==> src/sv/vrot_pkg.sv <==
package vrot_pkg;

    localparam int COORD_WIDTH     = 32;
    localparam int CORDIC_STAGES   = 16;
    localparam int ANGLE_WIDTH     = 16;
    localparam int GUARD_BITS      = 60 - COORD_WIDTH;
    localparam int ACC_WIDTH       = 64;
    localparam int ANG_ACC_WIDTH   = 32;
    localparam int STAGE_IDX_WIDTH = 5;
    localparam int TABLE_LEN       = 24;
    localparam int EXT_WIDTH       = COORD_WIDTH + 1;
    localparam int GAIN_WIDTH      = GUARD_BITS + 1;
    localparam int OP_WIDTH        = 2;

    localparam int S_DATA_WIDTH = ((3 * COORD_WIDTH + ANGLE_WIDTH + 7) / 8) * 8;
    localparam int M_DATA_WIDTH = ((3 * COORD_WIDTH + 7) / 8) * 8;

    localparam logic [43:0] GAIN_Q44 = 44'd10682906608694;
    localparam logic [GAIN_WIDTH-1:0] GAIN = GAIN_WIDTH'(GAIN_Q44 >> (44 - GUARD_BITS));

    typedef enum logic [OP_WIDTH-1:0] {
        OP_AXIS_X = 2'd0,
        OP_AXIS_Y = 2'd1,
        OP_AXIS_Z = 2'd2,
        OP_NONE   = 2'd3
    } op_t;

    typedef logic signed [COORD_WIDTH-1:0]   coord_t;
    typedef logic signed [EXT_WIDTH-1:0]     ext_t;
    typedef logic signed [ACC_WIDTH-1:0]     acc_t;
    typedef logic signed [ANG_ACC_WIDTH-1:0] angacc_t;
    typedef logic [STAGE_IDX_WIDTH-1:0]      stage_idx_t;

    typedef struct packed {
        op_t    op;
        coord_t x;
        coord_t y;
        coord_t z;
    } meta_t;

    typedef struct packed {
        meta_t   meta;
        ext_t    a;
        ext_t    b;
        angacc_t ang;
    } prep_t;

    typedef struct packed {
        meta_t   meta;
        acc_t    x;
        acc_t    y;
        angacc_t ang;
    } rot_t;

    function automatic angacc_t atan_turn(input stage_idx_t idx);
        angacc_t v;
        case (idx)
            5'd0:    v = 32'sh20000000;
            5'd1:    v = 32'sh12E4051D;
            5'd2:    v = 32'sh09FB385B;
            5'd3:    v = 32'sh051111D4;
            5'd4:    v = 32'sh028B0D43;
            5'd5:    v = 32'sh0145D7E1;
            5'd6:    v = 32'sh00A2F61E;
            5'd7:    v = 32'sh00517C55;
            5'd8:    v = 32'sh0028BE53;
            5'd9:    v = 32'sh00145F2E;
            5'd10:   v = 32'sh000A2F98;
            5'd11:   v = 32'sh000517CC;
            5'd12:   v = 32'sh00028BE6;
            5'd13:   v = 32'sh000145F3;
            5'd14:   v = 32'sh0000A2F9;
            5'd15:   v = 32'sh0000517C;
            5'd16:   v = 32'sh000028BE;
            5'd17:   v = 32'sh0000145F;
            5'd18:   v = 32'sh00000A2F;
            5'd19:   v = 32'sh00000517;
            5'd20:   v = 32'sh0000028B;
            5'd21:   v = 32'sh00000145;
            5'd22:   v = 32'sh000000A2;
            5'd23:   v = 32'sh00000051;
            default: v = '0;
        endcase
        return v;
    endfunction

endpackage

==> src/sv/vrot_scale_cell.sv <==
module vrot_scale_cell (
    input  logic             aclk,
    input  logic             aresetn,
    input  logic             in_valid,
    output logic             in_ready,
    input  vrot_pkg::prep_t  in_data,
    output logic             out_valid,
    input  logic             out_ready,
    output vrot_pkg::rot_t   out_data
);

    localparam int PROD_WIDTH = vrot_pkg::EXT_WIDTH + vrot_pkg::GAIN_WIDTH;

    logic                          valid_reg, valid_next;
    vrot_pkg::rot_t                data_reg, data_next, calc;
    logic signed [PROD_WIDTH-1:0]  prod_a, prod_b;
    logic signed [vrot_pkg::GAIN_WIDTH-1:0] gain_s;

    always_comb begin
        gain_s = $signed(vrot_pkg::GAIN);
        prod_a = PROD_WIDTH'(in_data.a) * PROD_WIDTH'(gain_s);
        prod_b = PROD_WIDTH'(in_data.b) * PROD_WIDTH'(gain_s);

        calc.meta = in_data.meta;
        calc.x    = vrot_pkg::ACC_WIDTH'(prod_a);
        calc.y    = vrot_pkg::ACC_WIDTH'(prod_b);
        calc.ang  = in_data.ang;

        in_ready   = !valid_reg || out_ready;
        valid_next = in_ready ? in_valid : valid_reg;
        data_next  = (in_ready && in_valid) ? calc : data_reg;
    end

    always_ff @(posedge aclk) begin
        if (!aresetn) begin
            valid_reg <= 1'b0;
        end else begin
            valid_reg <= valid_next;
        end
    end

    always_ff @(posedge aclk) begin
        data_reg <= data_next;
    end

    assign out_valid = valid_reg;
    assign out_data  = data_reg;

endmodule

==> config.mk <==
export PLATFORM = sky130hd
export DESIGN_NAME = vrot_scale_cell
export DESIGN_NICKNAME = d
export VERILOG_FILES = /design/src/sv/vrot_pkg.sv /design/src/sv/vrot_scale_cell.sv
export SDC_FILE = /design/constraint.sdc
export NUM_CORES = 2
export LEC_CHECK = 0
export ABC_AREA = 1
export ABC_CLOCK_PERIOD_IN_PS = 17900
export BUFFER_PORTS_ARGS = -buffer_cell sky130_fd_sc_hd__buf_2
export CAP_MARGIN = 0
export CORE_ASPECT_RATIO = 1.75
export CORE_MARGIN = 4
export CORE_UTILIZATION = 35
export DETAILED_ROUTE_END_ITERATION = 10
export SLEW_MARGIN = 5
export SYNTH_ARGS = -nofsm -noshare
export SYNTH_HDL_FRONTEND = slang
export SYNTH_SLANG_ARGS = --single-unit
==> constraint.sdc <==
create_clock -name aclk -period 17.9 [get_ports aclk]
set_input_delay 2.685 -clock aclk [delete_from_list [all_inputs] [get_ports aclk]]
set_output_delay 2.685 -clock aclk [all_outputs]
set_load 0.01 [all_outputs]
* Word-level counts from Yosys, hierarchy flattened
Index checks and enable logic that the tools add are counted.
** Word-level totals
- Bits of input ports :: 200
- Word-level logic and storage cells :: 13
- Register bits :: 253
** Cells by class
- $mul :: 2
- Reductions and logical operators :: 3
** Operators by type and width (count)
- $mul 33x28->61 const B :: 2
- $logic_and 1x1->1 :: 1
- $logic_not 1->1 :: 1
- $logic_or 1x1->1 :: 1

* Logic depth before layout (Yosys ltp)
- Depth in word-level cells :: 3
- Depth in mapped cells :: 28
- Mapped depth without buffers :: 28

* Worst setup path after synthesis
No wires, ideal clock.
- Path kind :: in2reg
- From :: input in_valid
- To :: register data_reg, in the netlist out_data[0], enable pin
- Cell stages on the path :: 2
- Path buffers :: 0
- Path slack :: 2.145 ns
- Arrival :: 14.806 ns
- Cell sequence :: inv_1 > a21oi_1
** Between the ends
- Cells in the longest elaborated chain, start to end :: 1
** RTL lines
- start: declaration :: line vrot_scale_cell.sv:4 : input logic in_valid,
- $logic_and 1x1->1 :: line vrot_scale_cell.sv:31 : data_next = (in_ready && in_valid) ? calc : data_reg;
- end signal: assignment :: line vrot_scale_cell.sv:43 : data_reg <= data_next;
- end: declaration :: line vrot_scale_cell.sv:15 : vrot_pkg::rot_t data_reg, data_next, calc;
No other way between the ends.
A chain may end at the register's enable or synchronous reset.

* Final worst setup path
- From :: input in_data[83] in the netlist's numbering
- To :: register data_reg, in the netlist out_data[126], data pin
** Between the ends
- Cells in the longest elaborated chain, start to end :: 1
** RTL lines
- start: declaration :: line vrot_scale_cell.sv:6 : input vrot_pkg::prep_t in_data,
- $mul 33x28->61 :: line vrot_scale_cell.sv:21 : prod_a = PROD_WIDTH'(in_data.a) * PROD_WIDTH'(gain_s);
- named net prod_a[30] :: line vrot_scale_cell.sv:16 : logic signed [PROD_WIDTH-1:0] prod_a, prod_b;
The timed path passes the listed nets, and every way through them passes these cells.

==> summary.txt <==
Run status
  • Status: completed

Synth
  • Avg Inst Size Synth: 8.95 µm²
  • Seq/Total Area, Yosys: 15.7%
  • Cell Area, Synth: 0.0483 mm²
  • Area leader, netlist: fa_1
  • Synth warn: 0
  • Synth top area cells: fa_1 (37%), edfxtp_1 (16%), inv_1 (16%)
  • Ys flop type: edfxtp_1
  • Post-synth EDFFs: 252
  • Yosys reg bits: 253
  • Distinct cells, synth: 36
  • Post-synth top area share: 37.2%
  • List of most frequent post-synthesis cells: inv_1 (2000), nand2_1 (937), fa_1 (897), ha_1 (594), edfxtp_1 (252)
  • Asr flop ratio synth: 0%
  • Post-Syn Instances: 5394
  • Top-count cell post-synth: inv_1

Floorplan
  • Initial core utilization: 35.1%
  • Die Y: 499 µm
  • DIE WIDTH: 289 µm
  • Std cell rows: 180
  • Die ar.: 0.144 mm²
  • Io pins: 460
  • Core Region: 0.137 mm²

Setup path
  • CP Max Fanout: 7
  • Most common cell on crit path: inv_1
  • Slowest cell on crit path: fa_1
  • Worst-path cell chain: buf_2 -> ha_1 -> inv_1 -> fa_1 -> inv_1 -> fa_1 -> inv_1 -> fa_1 -> inv_1 -> fa_1 -> fa_1 -> inv_1 -> fa_1 -> inv_1 -> ha_1 -> nand2_1 -> nor2_1 -> nand2_1 -> inv_1 -> nand3_1 -> nand3_1 -> xor2_1
  • Crit. End Element: register
  • WP data required: 18.25 ns
  • CP arrival: 8.98 ns
  • Critical path type: input pin to register
  • Crit start category: input pin
  • Worst path max stage delay: 0.66 ns

STA
  • Hold slack final: 0.642 ns
  • Worst Tran Pin Value: 0.977 ns
  • Slew HR: 34.9%
  • FMAX: 116 MHz
  • Final Slew Violations: 0
  • RSZ-0062 raised after global routing: false
  • Final Cycle Share: 48.2%
  • Period minus WS final: 8.63 ns
  • # setup viols final: 0
  • Final TNS setup: 0 ns
  • Clock Skew: 0.0203 ns
  • Final hold violations: 0
  • Final setup margin: 9.27 ns

Final layout
  • Non-Filler Instances: 7747
  • P&R area growth vs syn: 11.7%
  • Filler cells: 14100
  • Area of the multi-input gates: 0.0331 mm²
  • Register Area: 0.00759 mm²
  • Fin nets: 7572
  • Share of cells above drive strength 1: 11.0%

Worst hold path
  • Hold Path Class: register to register

Global route
  • Pin count of the biggest net entering global routing: 67
  • First-pass GRT wire length: 262000 µm
  • Initial antenna violation count: 29
  • Vias in the first global route: 40300
  • Total track usage: 25.7%
  • Gr ovfl total: 0

Routing
  • # DRC: 0
  • Iter 0 DRT Violations: 1547
  • Final WL: 182000 µm
  • WL/cell: 23.5 µm
  • Final antenna-violating net count: 0
  • Vias per cell: 4.60
  • Pre-antenna DRT Iters: 5
  • Total number of vias: 35700

Place
  • Pre-CTS WS: 8.70 ns
  • Placed cell count: 7670
  • GPL Wtd Cong: 1.03
  • Post-DP HPWL: 165000 µm
  • Number of port buffers: 457

Clock tree
  • Worst skew pair latency: 0.63 ns
  • CTS Buffer Depth: 3
  • Hold_buf cts: 0
  • TritonCTS buffer count: 29
  • Clk sinks: 253
  • Post-CTS resize count: 0
  • Post-CTS Setup Repair Bufs: 0
  • CTS tree: yes
  • Reg clk slew, reported paths: 0.07 ns
  • Htree depth: 1
  • Root Buffer: clkbuf_16

Run
  • Max cap viols: 0
[routing by layer]
metal / part of all wire (%) / track usage, % / wire (µm) / vias up
li1: - / - / - / 16400
met1: 29 / 22.6 / 53700 / 17200
met2: 51 / 46.8 / 92700 / 1396
met3: 7.3 / 6.00 / 13400 / 604
met4: 12 / 24.2 / 22300 / 8
met5: 0.031 / 0 / 57 / -
[layout make-up]
cell class                      instances  share of cell area [%]
Clock inverter                         21                   0.492
Timing Repair Buffer                  463                    4.33
Tap cell                             1820                    4.22
Multi-Input combinational cell       3123                    61.4
Inverter                             2011                    14.0
Sequential cell                       253                    14.1
Clock buffer                           31                    1.36
Antenna cell                           25                   0.116
[cell usage in the layout, fill, tap and decap left out, types with 3 or more instances in the layout]
cell type,Yosys,layout
clkinv_2,0,3
or2_2,5,5
ha_1,594,594
nor3_2,9,9
clkinv_1,1,4
o21bai_1,6,6
bufinv_16,0,4
nand3b_1,3,3
diode_2,0,25
nand2_2,36,36
edfxtp_1,252,252
fa_1,897,897
a21oi_1,86,85
nand4_1,31,31
nor2_1,154,154
inv_2,10,10
nor2_2,43,43
buf_4,6,6
nand2_1,937,937
nand3_1,104,104
or2_1,3,3
xnor2_1,31,31
inv_1,2000,2000
inv_8,0,4
clkbuf_16,0,29
xor2_1,84,84
nor3_1,6,6
nor2_4,17,17
o21a_1,4,4
and3_1,7,7
a21o_1,5,5
buf_2,2,457
inv_6,0,3
o21ai_0,22,22
nand3_2,19,19
and2_1,13,13
[worst max-delay path, delay by kind of cell]
kind,cells,cell delay (ns)
and+or+nand+nor,5,0.83
adders and majority gates,8,4.07
buffers and inverters,8,0.87
xor gates and xnor gates,1,0.48
[sequential cells by signal, summed over array words and instances, names as in the netlist]
register and count:
out_valid 1, out_data 252
[worst paths after layout]
path,startpoint,to,slack [ns],cells after the start
worst max-delay path,in_data[83],out_data[126],9.27,22
worst min-delay path,out_valid,out_valid,0.64,2
worst max register to register,out_valid,out_data[140],14.19,4
worst min register to register,out_valid,out_valid,0.64,2
[cell families (layout without fill, tap and decap cells)]
logic type / count (synthesis) / in the layout / share of synthesized area (%)
other: 1 / 27 / 0.00777
AOI/OAI and AO/OA: 126 / 126 / 1.39
buffers and inverters: 2019 / 2526 / 15.7
DFF: 253 / 253 / 15.7
xor gates and xnor gates: 115 / 115 / 2.09
and+or+nand+nor: 1389 / 1389 / 12.5
adders and majority gates: 1491 / 1491 / 52.6
[per-stage QoR]
stage	instance area, µm²	util, %
after floorplan	48300	-
after global placement	52900	38.5
after detailed placement	52900	38.5
after CTS	53800	39.2
after global routing	53900	39.2
final	53900	39.2
Power is left out: the tool's default activity adds up to more than one toggle a clock period on the data nets, which glitch-free logic cannot reach.
