## config.mk

```make
export PLATFORM = sky130hd
export DESIGN_NAME = vrot_prep_cell
export DESIGN_NICKNAME = d
export VERILOG_FILES = /design/src/sv/vrot_pkg.sv /design/src/sv/vrot_prep_cell.sv
export SDC_FILE = /design/constraint.sdc
export NUM_CORES = 1
export LEC_CHECK = 0
export ABC_CLOCK_PERIOD_IN_PS = 6900
export BUFFER_PORTS_ARGS = -buffer_cell sky130_fd_sc_hd__buf_2
export CAP_MARGIN = 30
export CELL_PAD_IN_SITES_DETAIL_PLACEMENT = 0
export CELL_PAD_IN_SITES_GLOBAL_PLACEMENT = 2
export CORE_ASPECT_RATIO = 0.75
export CORE_MARGIN = 3
export CORE_UTILIZATION = 32
export DETAILED_ROUTE_END_ITERATION = 6
export PLACE_DENSITY = 0.86
export SLEW_MARGIN = 0
export SYNTH_ARGS = -nofsm -noshare
export SYNTH_HDL_FRONTEND = slang
export SYNTH_SLANG_ARGS = --single-unit
```

## constraint.sdc

```tcl
create_clock -name aclk -period 6.9 [get_ports aclk]
set_clock_uncertainty 0.2 [all_clocks]
set_input_delay 0.69 -clock aclk [delete_from_list [all_inputs] [get_ports aclk]]
set_output_delay 0.69 -clock aclk [all_outputs]
set_load 0.05 [all_outputs]
```

## src/sv/vrot_pkg.sv

```systemverilog
package vrot_pkg;

    localparam int COORD_WIDTH     = 32;
    localparam int CORDIC_STAGES   = 16;
    localparam int ANGLE_WIDTH     = 16;
    localparam int GUARD_BITS      = 60 - COORD_WIDTH;
    localparam int ACC_WIDTH       = 64;
    localparam int ANG_ACC_WIDTH   = 32;
    localparam int STAGE_IDX_WIDTH = 5;
    localparam int TABLE_LEN       = 24;
    localparam int EXT_WIDTH       = COORD_WIDTH + 1;
    localparam int GAIN_WIDTH      = GUARD_BITS + 1;
    localparam int OP_WIDTH        = 2;

    localparam int S_DATA_WIDTH = ((3 * COORD_WIDTH + ANGLE_WIDTH + 7) / 8) * 8;
    localparam int M_DATA_WIDTH = ((3 * COORD_WIDTH + 7) / 8) * 8;

    localparam logic [43:0] GAIN_Q44 = 44'd10682906608694;
    localparam logic [GAIN_WIDTH-1:0] GAIN = GAIN_WIDTH'(GAIN_Q44 >> (44 - GUARD_BITS));

    typedef enum logic [OP_WIDTH-1:0] {
        OP_AXIS_X = 2'd0,
        OP_AXIS_Y = 2'd1,
        OP_AXIS_Z = 2'd2,
        OP_NONE   = 2'd3
    } op_t;

    typedef logic signed [COORD_WIDTH-1:0]   coord_t;
    typedef logic signed [EXT_WIDTH-1:0]     ext_t;
    typedef logic signed [ACC_WIDTH-1:0]     acc_t;
    typedef logic signed [ANG_ACC_WIDTH-1:0] angacc_t;
    typedef logic [STAGE_IDX_WIDTH-1:0]      stage_idx_t;

    typedef struct packed {
        op_t    op;
        coord_t x;
        coord_t y;
        coord_t z;
    } meta_t;

    typedef struct packed {
        meta_t   meta;
        ext_t    a;
        ext_t    b;
        angacc_t ang;
    } prep_t;

    typedef struct packed {
        meta_t   meta;
        acc_t    x;
        acc_t    y;
        angacc_t ang;
    } rot_t;

    function automatic angacc_t atan_turn(input stage_idx_t idx);
        angacc_t v;
        case (idx)
            5'd0:    v = 32'sh20000000;
            5'd1:    v = 32'sh12E4051D;
            5'd2:    v = 32'sh09FB385B;
            5'd3:    v = 32'sh051111D4;
            5'd4:    v = 32'sh028B0D43;
            5'd5:    v = 32'sh0145D7E1;
            5'd6:    v = 32'sh00A2F61E;
            5'd7:    v = 32'sh00517C55;
            5'd8:    v = 32'sh0028BE53;
            5'd9:    v = 32'sh00145F2E;
            5'd10:   v = 32'sh000A2F98;
            5'd11:   v = 32'sh000517CC;
            5'd12:   v = 32'sh00028BE6;
            5'd13:   v = 32'sh000145F3;
            5'd14:   v = 32'sh0000A2F9;
            5'd15:   v = 32'sh0000517C;
            5'd16:   v = 32'sh000028BE;
            5'd17:   v = 32'sh0000145F;
            5'd18:   v = 32'sh00000A2F;
            5'd19:   v = 32'sh00000517;
            5'd20:   v = 32'sh0000028B;
            5'd21:   v = 32'sh00000145;
            5'd22:   v = 32'sh000000A2;
            5'd23:   v = 32'sh00000051;
            default: v = '0;
        endcase
        return v;
    endfunction

endpackage

```

## src/sv/vrot_prep_cell.sv

```systemverilog
module vrot_prep_cell (
    input  logic                   aclk,
    input  logic                   aresetn,
    input  logic                   in_valid,
    output logic                   in_ready,
    input  vrot_pkg::op_t          op,
    input  vrot_pkg::coord_t       in_x,
    input  vrot_pkg::coord_t       in_y,
    input  vrot_pkg::coord_t       in_z,
    input  logic [vrot_pkg::ANGLE_WIDTH-1:0] turn_angle,
    output logic                   out_valid,
    input  logic                   out_ready,
    output vrot_pkg::prep_t        out_data
);

    typedef enum logic [1:0] {
        QUAD_0 = 2'd0,
        QUAD_1 = 2'd1,
        QUAD_2 = 2'd2,
        QUAD_3 = 2'd3
    } quad_t;

    logic                               valid_reg, valid_next;
    vrot_pkg::prep_t                    data_reg, data_next, calc;
    vrot_pkg::coord_t                   a_sel, b_sel;
    vrot_pkg::ext_t                     a_ext, b_ext;
    logic [vrot_pkg::ANGLE_WIDTH-1:0]   ang_sum;
    quad_t                              quad;
    logic signed [13:0]                 resid;

    always_comb begin
        case (op)
            vrot_pkg::OP_AXIS_X: begin
                a_sel = in_y;
                b_sel = in_z;
            end
            vrot_pkg::OP_AXIS_Y: begin
                a_sel = in_x;
                b_sel = in_z;
            end
            default: begin
                a_sel = in_x;
                b_sel = in_y;
            end
        endcase
        a_ext   = {a_sel[vrot_pkg::COORD_WIDTH-1], a_sel};
        b_ext   = {b_sel[vrot_pkg::COORD_WIDTH-1], b_sel};
        ang_sum = turn_angle + 16'd8192;
        quad    = quad_t'(ang_sum[15:14]);
        resid   = {~ang_sum[13], ang_sum[12:0]};

        calc.meta.op = op;
        calc.meta.x  = in_x;
        calc.meta.y  = in_y;
        calc.meta.z  = in_z;
        calc.ang     = vrot_pkg::ANG_ACC_WIDTH'($signed({resid, 16'h0000}));
        case (quad)
            QUAD_1: begin
                calc.a = -b_ext;
                calc.b = a_ext;
            end
            QUAD_2: begin
                calc.a = -a_ext;
                calc.b = -b_ext;
            end
            QUAD_3: begin
                calc.a = b_ext;
                calc.b = -a_ext;
            end
            default: begin
                calc.a = a_ext;
                calc.b = b_ext;
            end
        endcase

        in_ready   = !valid_reg || out_ready;
        valid_next = in_ready ? in_valid : valid_reg;
        data_next  = (in_ready && in_valid) ? calc : data_reg;
    end

    always_ff @(posedge aclk) begin
        if (!aresetn) begin
            valid_reg <= 1'b0;
        end else begin
            valid_reg <= valid_next;
        end
    end

    always_ff @(posedge aclk) begin
        data_reg <= data_next;
    end

    assign out_valid = valid_reg;
    assign out_data  = data_reg;

endmodule

```

== After elaboration in Yosys (flattened, before gate mapping) ==
Cells that the tools add are included.

* Bits in registers: 179

* Add/sub/neg operators: 3
* Equality and inequality tests: 4
* Mux-type cells: 3
* Bitwise operators: 1
* Reductions and logical operators: 5

{| class="wikitable"
|+ Operators with widths
! operator !! count
|-
| $pmux W66 S3 || 1
|-
| $neg A32 Y33 || 2
|-
| $mux W32 || 2
|-
| $add A16 B14 Y16 const B || 1
|-
| $eq A2 B1 Y1 const B || 2
|-
| $eq A2 B2 Y1 const B || 2
|-
| $logic_not A2 Y1 || 1
|-
| $reduce_or A2 Y1 || 1
|-
| $logic_and A1 B1 Y1 || 1
|-
| $logic_not A1 Y1 || 1
|-
| $logic_or A1 B1 Y1 || 1
|-
| $not A1 Y1 || 1
|}

== Depth between registers and ports, before layout ==
* Depth in word-level cells: 5
* Gate-level depth with buffers: 15
* Mapped depth without buffers: 10

== Worst setup path after synthesis ==
Ideal clock, no wire load.

* Path kind: input-to-reg
* Start point: input port out_ready
* End point: register data_reg, in the netlist out_data[100], enable pin
* Arrival: 5.281 ns
* Path slack: 0.861 ns
* Cell stages on the path: 2
* Path through: nand2b_1 > and2_1

* Longest elaborated chain between the ends: 2

{| class="wikitable"
|+ RTL lines
! item !! line !! RTL
|-
| start, declared || vrot_prep_cell.sv:12 || <nowiki>input logic out_ready,</nowiki>
|-
| $logic_or A1 B1 Y1 || vrot_prep_cell.sv:76 || <nowiki>in_ready = !valid_reg || out_ready;</nowiki>
|-
| $logic_and A1 B1 Y1 || vrot_prep_cell.sv:78 || <nowiki>data_next = (in_ready && in_valid) ? calc : data_reg;</nowiki>
|-
| end signal, assigned || vrot_prep_cell.sv:90 || <nowiki>data_reg <= data_next;</nowiki>
|-
| end, declared || vrot_prep_cell.sv:24 || <nowiki>vrot_pkg::prep_t data_reg, data_next, calc;</nowiki>
|}

Every way passes these cells.
A chain may end at the register's enable or synchronous reset.

==> impl_metrics.env <==
export IMPL_gr_total_overflow=0
export IMPL_setup_violations=0
export IMPL_hp_class="in2reg"
export IMPL_post_cts_resized=0
export IMPL_drt_total_wl_mm=30.8
export IMPL_hold_violations=0
export IMPL_dp_hpwl_mm=22.1
export IMPL_die_w_um=204
export IMPL_rsz0062_at_grt="false"
export IMPL_fmax_mhz=246
export IMPL_worst_slack_ns=2.84
export IMPL_io_pins=316
export IMPL_cp_slowest_cell="or4b_2"
export IMPL_worstMarginPinSlew_ns=1.00
export IMPL_num_rows=53
export IMPL_clkTransAtPathRegs_ns=0.07
export IMPL_crit_chain="buf_4, nor2_4, mux2i_1, ha_1, or4b_2, o32a_1, nor2_1, nand4_1, o21ai_0, xnor2_1, o21ai_0"
export IMPL_outcome="completed"
export IMPL_cp_data_required_time_ns=6.85
export IMPL_drt_iter0_drc=507
export IMPL_vias=7644
export IMPL_period_minus_slack_ns=4.06
export IMPL_ys_ff_latch=179
export IMPL_stdcell_area_um2=11800
export IMPL_antenna_left=0
export IMPL_powerDensity_nw_per_um2=270
export IMPL_max_stage_delay_ns=0.64
export IMPL_async_reset_ff_share_pct=0
export IMPL_hp_start="turn_angle[12]"
export IMPL_dp_slack_ns=2.33
export IMPL_synth_distinct_cells=67
export IMPL_cts_tree="yes"
export IMPL_start_util_pct=33.1
export IMPL_cp_start_kind="primary input"
export IMPL_timing_final_crit_share_pct=58.8
export IMPL_end_kind="flip-flop"
export IMPL_yosys_most_used_dff="edfxtp_1"
export IMPL_via_per_inst=5.13
export IMPL_cp_max_fo=38
export IMPL_r2r_cells=4
export IMPL_p_leak_uw=0.00470
export IMPL_io_buffers=299
export IMPL_clockRootBuffer="clkbuf_16"
export IMPL_ctsHoldBuffers=0
export IMPL_synthCells=813
export IMPL_arrival_ns=4.01
export IMPL_worst_path_most_repeated_cell="o21ai_0"
export IMPL_slew_headroom_pct=33.1
export IMPL_cts_num_sinks=179
export IMPL_cp_endpoint="out_data[91]$_DFFE_PP_"
export IMPL_drive_gt1_share_pct=33.1
export IMPL_fin_setup_tns_ns=0
export IMPL_avgRoutedWirePerCell_um=20.7
export IMPL_worstSetupPathType="in2reg"
export IMPL_drv_cap=0
export IMPL_yosys_warnings=0
export IMPL_fin_nets=1211
export IMPL_post_cts_buffers=0
export IMPL_htree_levels=4
export IMPL_clock_path_buffers=2
export IMPL_r2r_slack_ns=4.46
export IMPL_critPathLaunch="op[1]"
export IMPL_clock_latency_ns=0.43
export IMPL_insertedDiodeCount=0
export IMPL_r2r_start="out_valid$_SDFFE_PN0N_"
export IMPL_timing_hold_ws_ns=0.221
export IMPL_die_height_um=155
export IMPL_place_area_um2=11200
export IMPL_post_route_drc_count=0
export IMPL_avgSynthCellArea_um2=11.6
export IMPL_cts_buffers=17
export IMPL_synth_area_um2=9450
export IMPL_synthToLayoutAreaGrowth_pct=25.4
export IMPL_grt_max_degree=96
export IMPL_die_area_um2=31600
export IMPL_dr_pass1_iters=5
export IMPL_grt_pass1_vias=7190
export IMPL_grt_first_pass_wirelength_mm=45.8
export IMPL_synth_edf_count=178
export IMPL_core_area_um2=28500
export IMPL_irDropWorstVdd_mv=0.172
export IMPL_grt_use_total_pct=19.1
export IMPL_final_max_slew_viol_count=0
export IMPL_r2r_end="out_data[183]$_DFFE_PP_"
export IMPL_place_gp_congestion=0.803
export IMPL_ys_seq_area_share_pct=56.8
export IMPL_antenna_found_initial=1
[area by class of cell]
type / count / area (um2)
Sequential cell: 179 / 5370
Clock buffer: 21 / 450
Inverter: 6 / 22.5
Tap cell: 385 / 482
Fill cell: 2831 / 16700
Multi-Input combinational cell: 576 / 3790
Timing Repair Buffer: 311 / 1610
Clock inverter: 11 / 129
[where the power goes]
part | internal (uW) | leakage, uW | switching (uW)
clock network | 547 | 0.000278 | 440
registers | 1320 | 0.00173 | 21.5
logic | 218 | 0.00269 | 660
[critical path, delay by kind of cell]
family / cells / cell delay, ns
AND/OR/NAND/NOR: 4 / 1.44
AO/OA/AOI/OAI: 3 / 0.69
buffers and inverters: 1 / 0.42
multiplexers: 1 / 0.27
adder cells (fa/ha/maj): 1 / 0.26
XOR/XNOR: 1 / 0.21
[cells in the mapped netlist, types with 3 or more instances]
cell type    n  area [um2]
a211oi_1     6        45.0
a21o_1       3        22.5
a21oi_1     66         330
a22oi_1      3        22.5
a31oi_1     11        68.8
and2_1       6        37.5
and3_1       5        31.3
buf_2       10        50.1
buf_4       20         150
buf_6        3        33.8
clkbuf_1    31         116
edfxtp_1   178        5350
inv_1        6        22.5
mux2_2      10         113
mux2i_1     79         791
nand2_1     39         146
nand2b_1     4        25.0
nand3_1     15        75.1
nand4_1      4        25.0
nor2_1      63         236
nor3_1      24         120
nor3b_1      5        37.5
nor4_1       9        56.3
nor4b_1      3        26.3
o211ai_1     5        37.5
o21a_1       3        22.5
o21ai_0     68         340
o221ai_1     3        26.3
o22ai_1     13        81.3
o31ai_1      5        37.5
or2_2        3        18.8
or3_1       20         125
xnor2_1     24         210
xor2_1      25         219
[metal layers]
metal	share of wire (%)	vias up	global-route usage, %
met4	0.58	2	3.18
met3	7.6	16	5.13
met2	44	289	28.8
met5	0.042	-	0
li1	-	3615	-
met1	47	3722	27.9
[per-stage QoR]
step / utilization, % / cells / power [uW]
CTS: 41.5 / 1488 / 3240
finish: 41.5 / 1489 / 3200
global placement: 39.4 / 1456 / 2240
global route: 41.5 / 1489 / 3350
detailed placement: 39.4 / 1456 / 2240
floorplan: - / 828 / 2010
[flip-flops by register name, indices dropped and copies added, names as in the netlist]
signal and cells:
out_data 178, out_valid 1
[cells in the final DEF, fill, tap and decap left out, types with 4 or more instances in the layout]
cell       instances
mux2_2            10
nor2_1            62
nand2_1           39
nand3_1           15
nor4_1             9
and2_1             5
xnor2_1           23
nor3_1            24
and3_1             5
buf_4             12
or3_1             20
nand4_1            4
inv_1              5
xor2_1            24
nand2b_1           4
nor3b_1            5
o22ai_1           13
buf_2            298
conb_1            16
o31ai_1            5
clkbuf_16         17
o21ai_0           68
mux2i_1           79
a31oi_1           11
a21oi_1           66
edfxtp_1         178
a211oi_1           6
o211ai_1           5
[logic make-up after synthesis]
group / share of synthesized area [%]
AOI/OAI and AO/OA: 12.7
xor gates and xnor gates: 4.54
adders and majority gates: 0.265
buffers and inverters: 4.19
DFF: 56.8
muxes: 9.56
other: 0.0397
and+or+nand+nor: 11.9
[worst min path at each step]
stage | to | slack [ns] | depth (start not counted)
after global routing | out_data[26]$_DFFE_PP_ | 0.21 | 1
final | out_data[28]$_DFFE_PP_ | 0.22 | 1
after global placement | out_valid$_SDFFE_PN0N_ | 0.31 | 2
after CTS | out_data[28]$_DFFE_PP_ | 0.20 | 1
after detailed placement | out_valid$_SDFFE_PN0N_ | 0.33 | 2
after floorplan | out_data[100]$_DFFE_PP_ | 0.59 | 0
(Power assumes the default switching activity.)
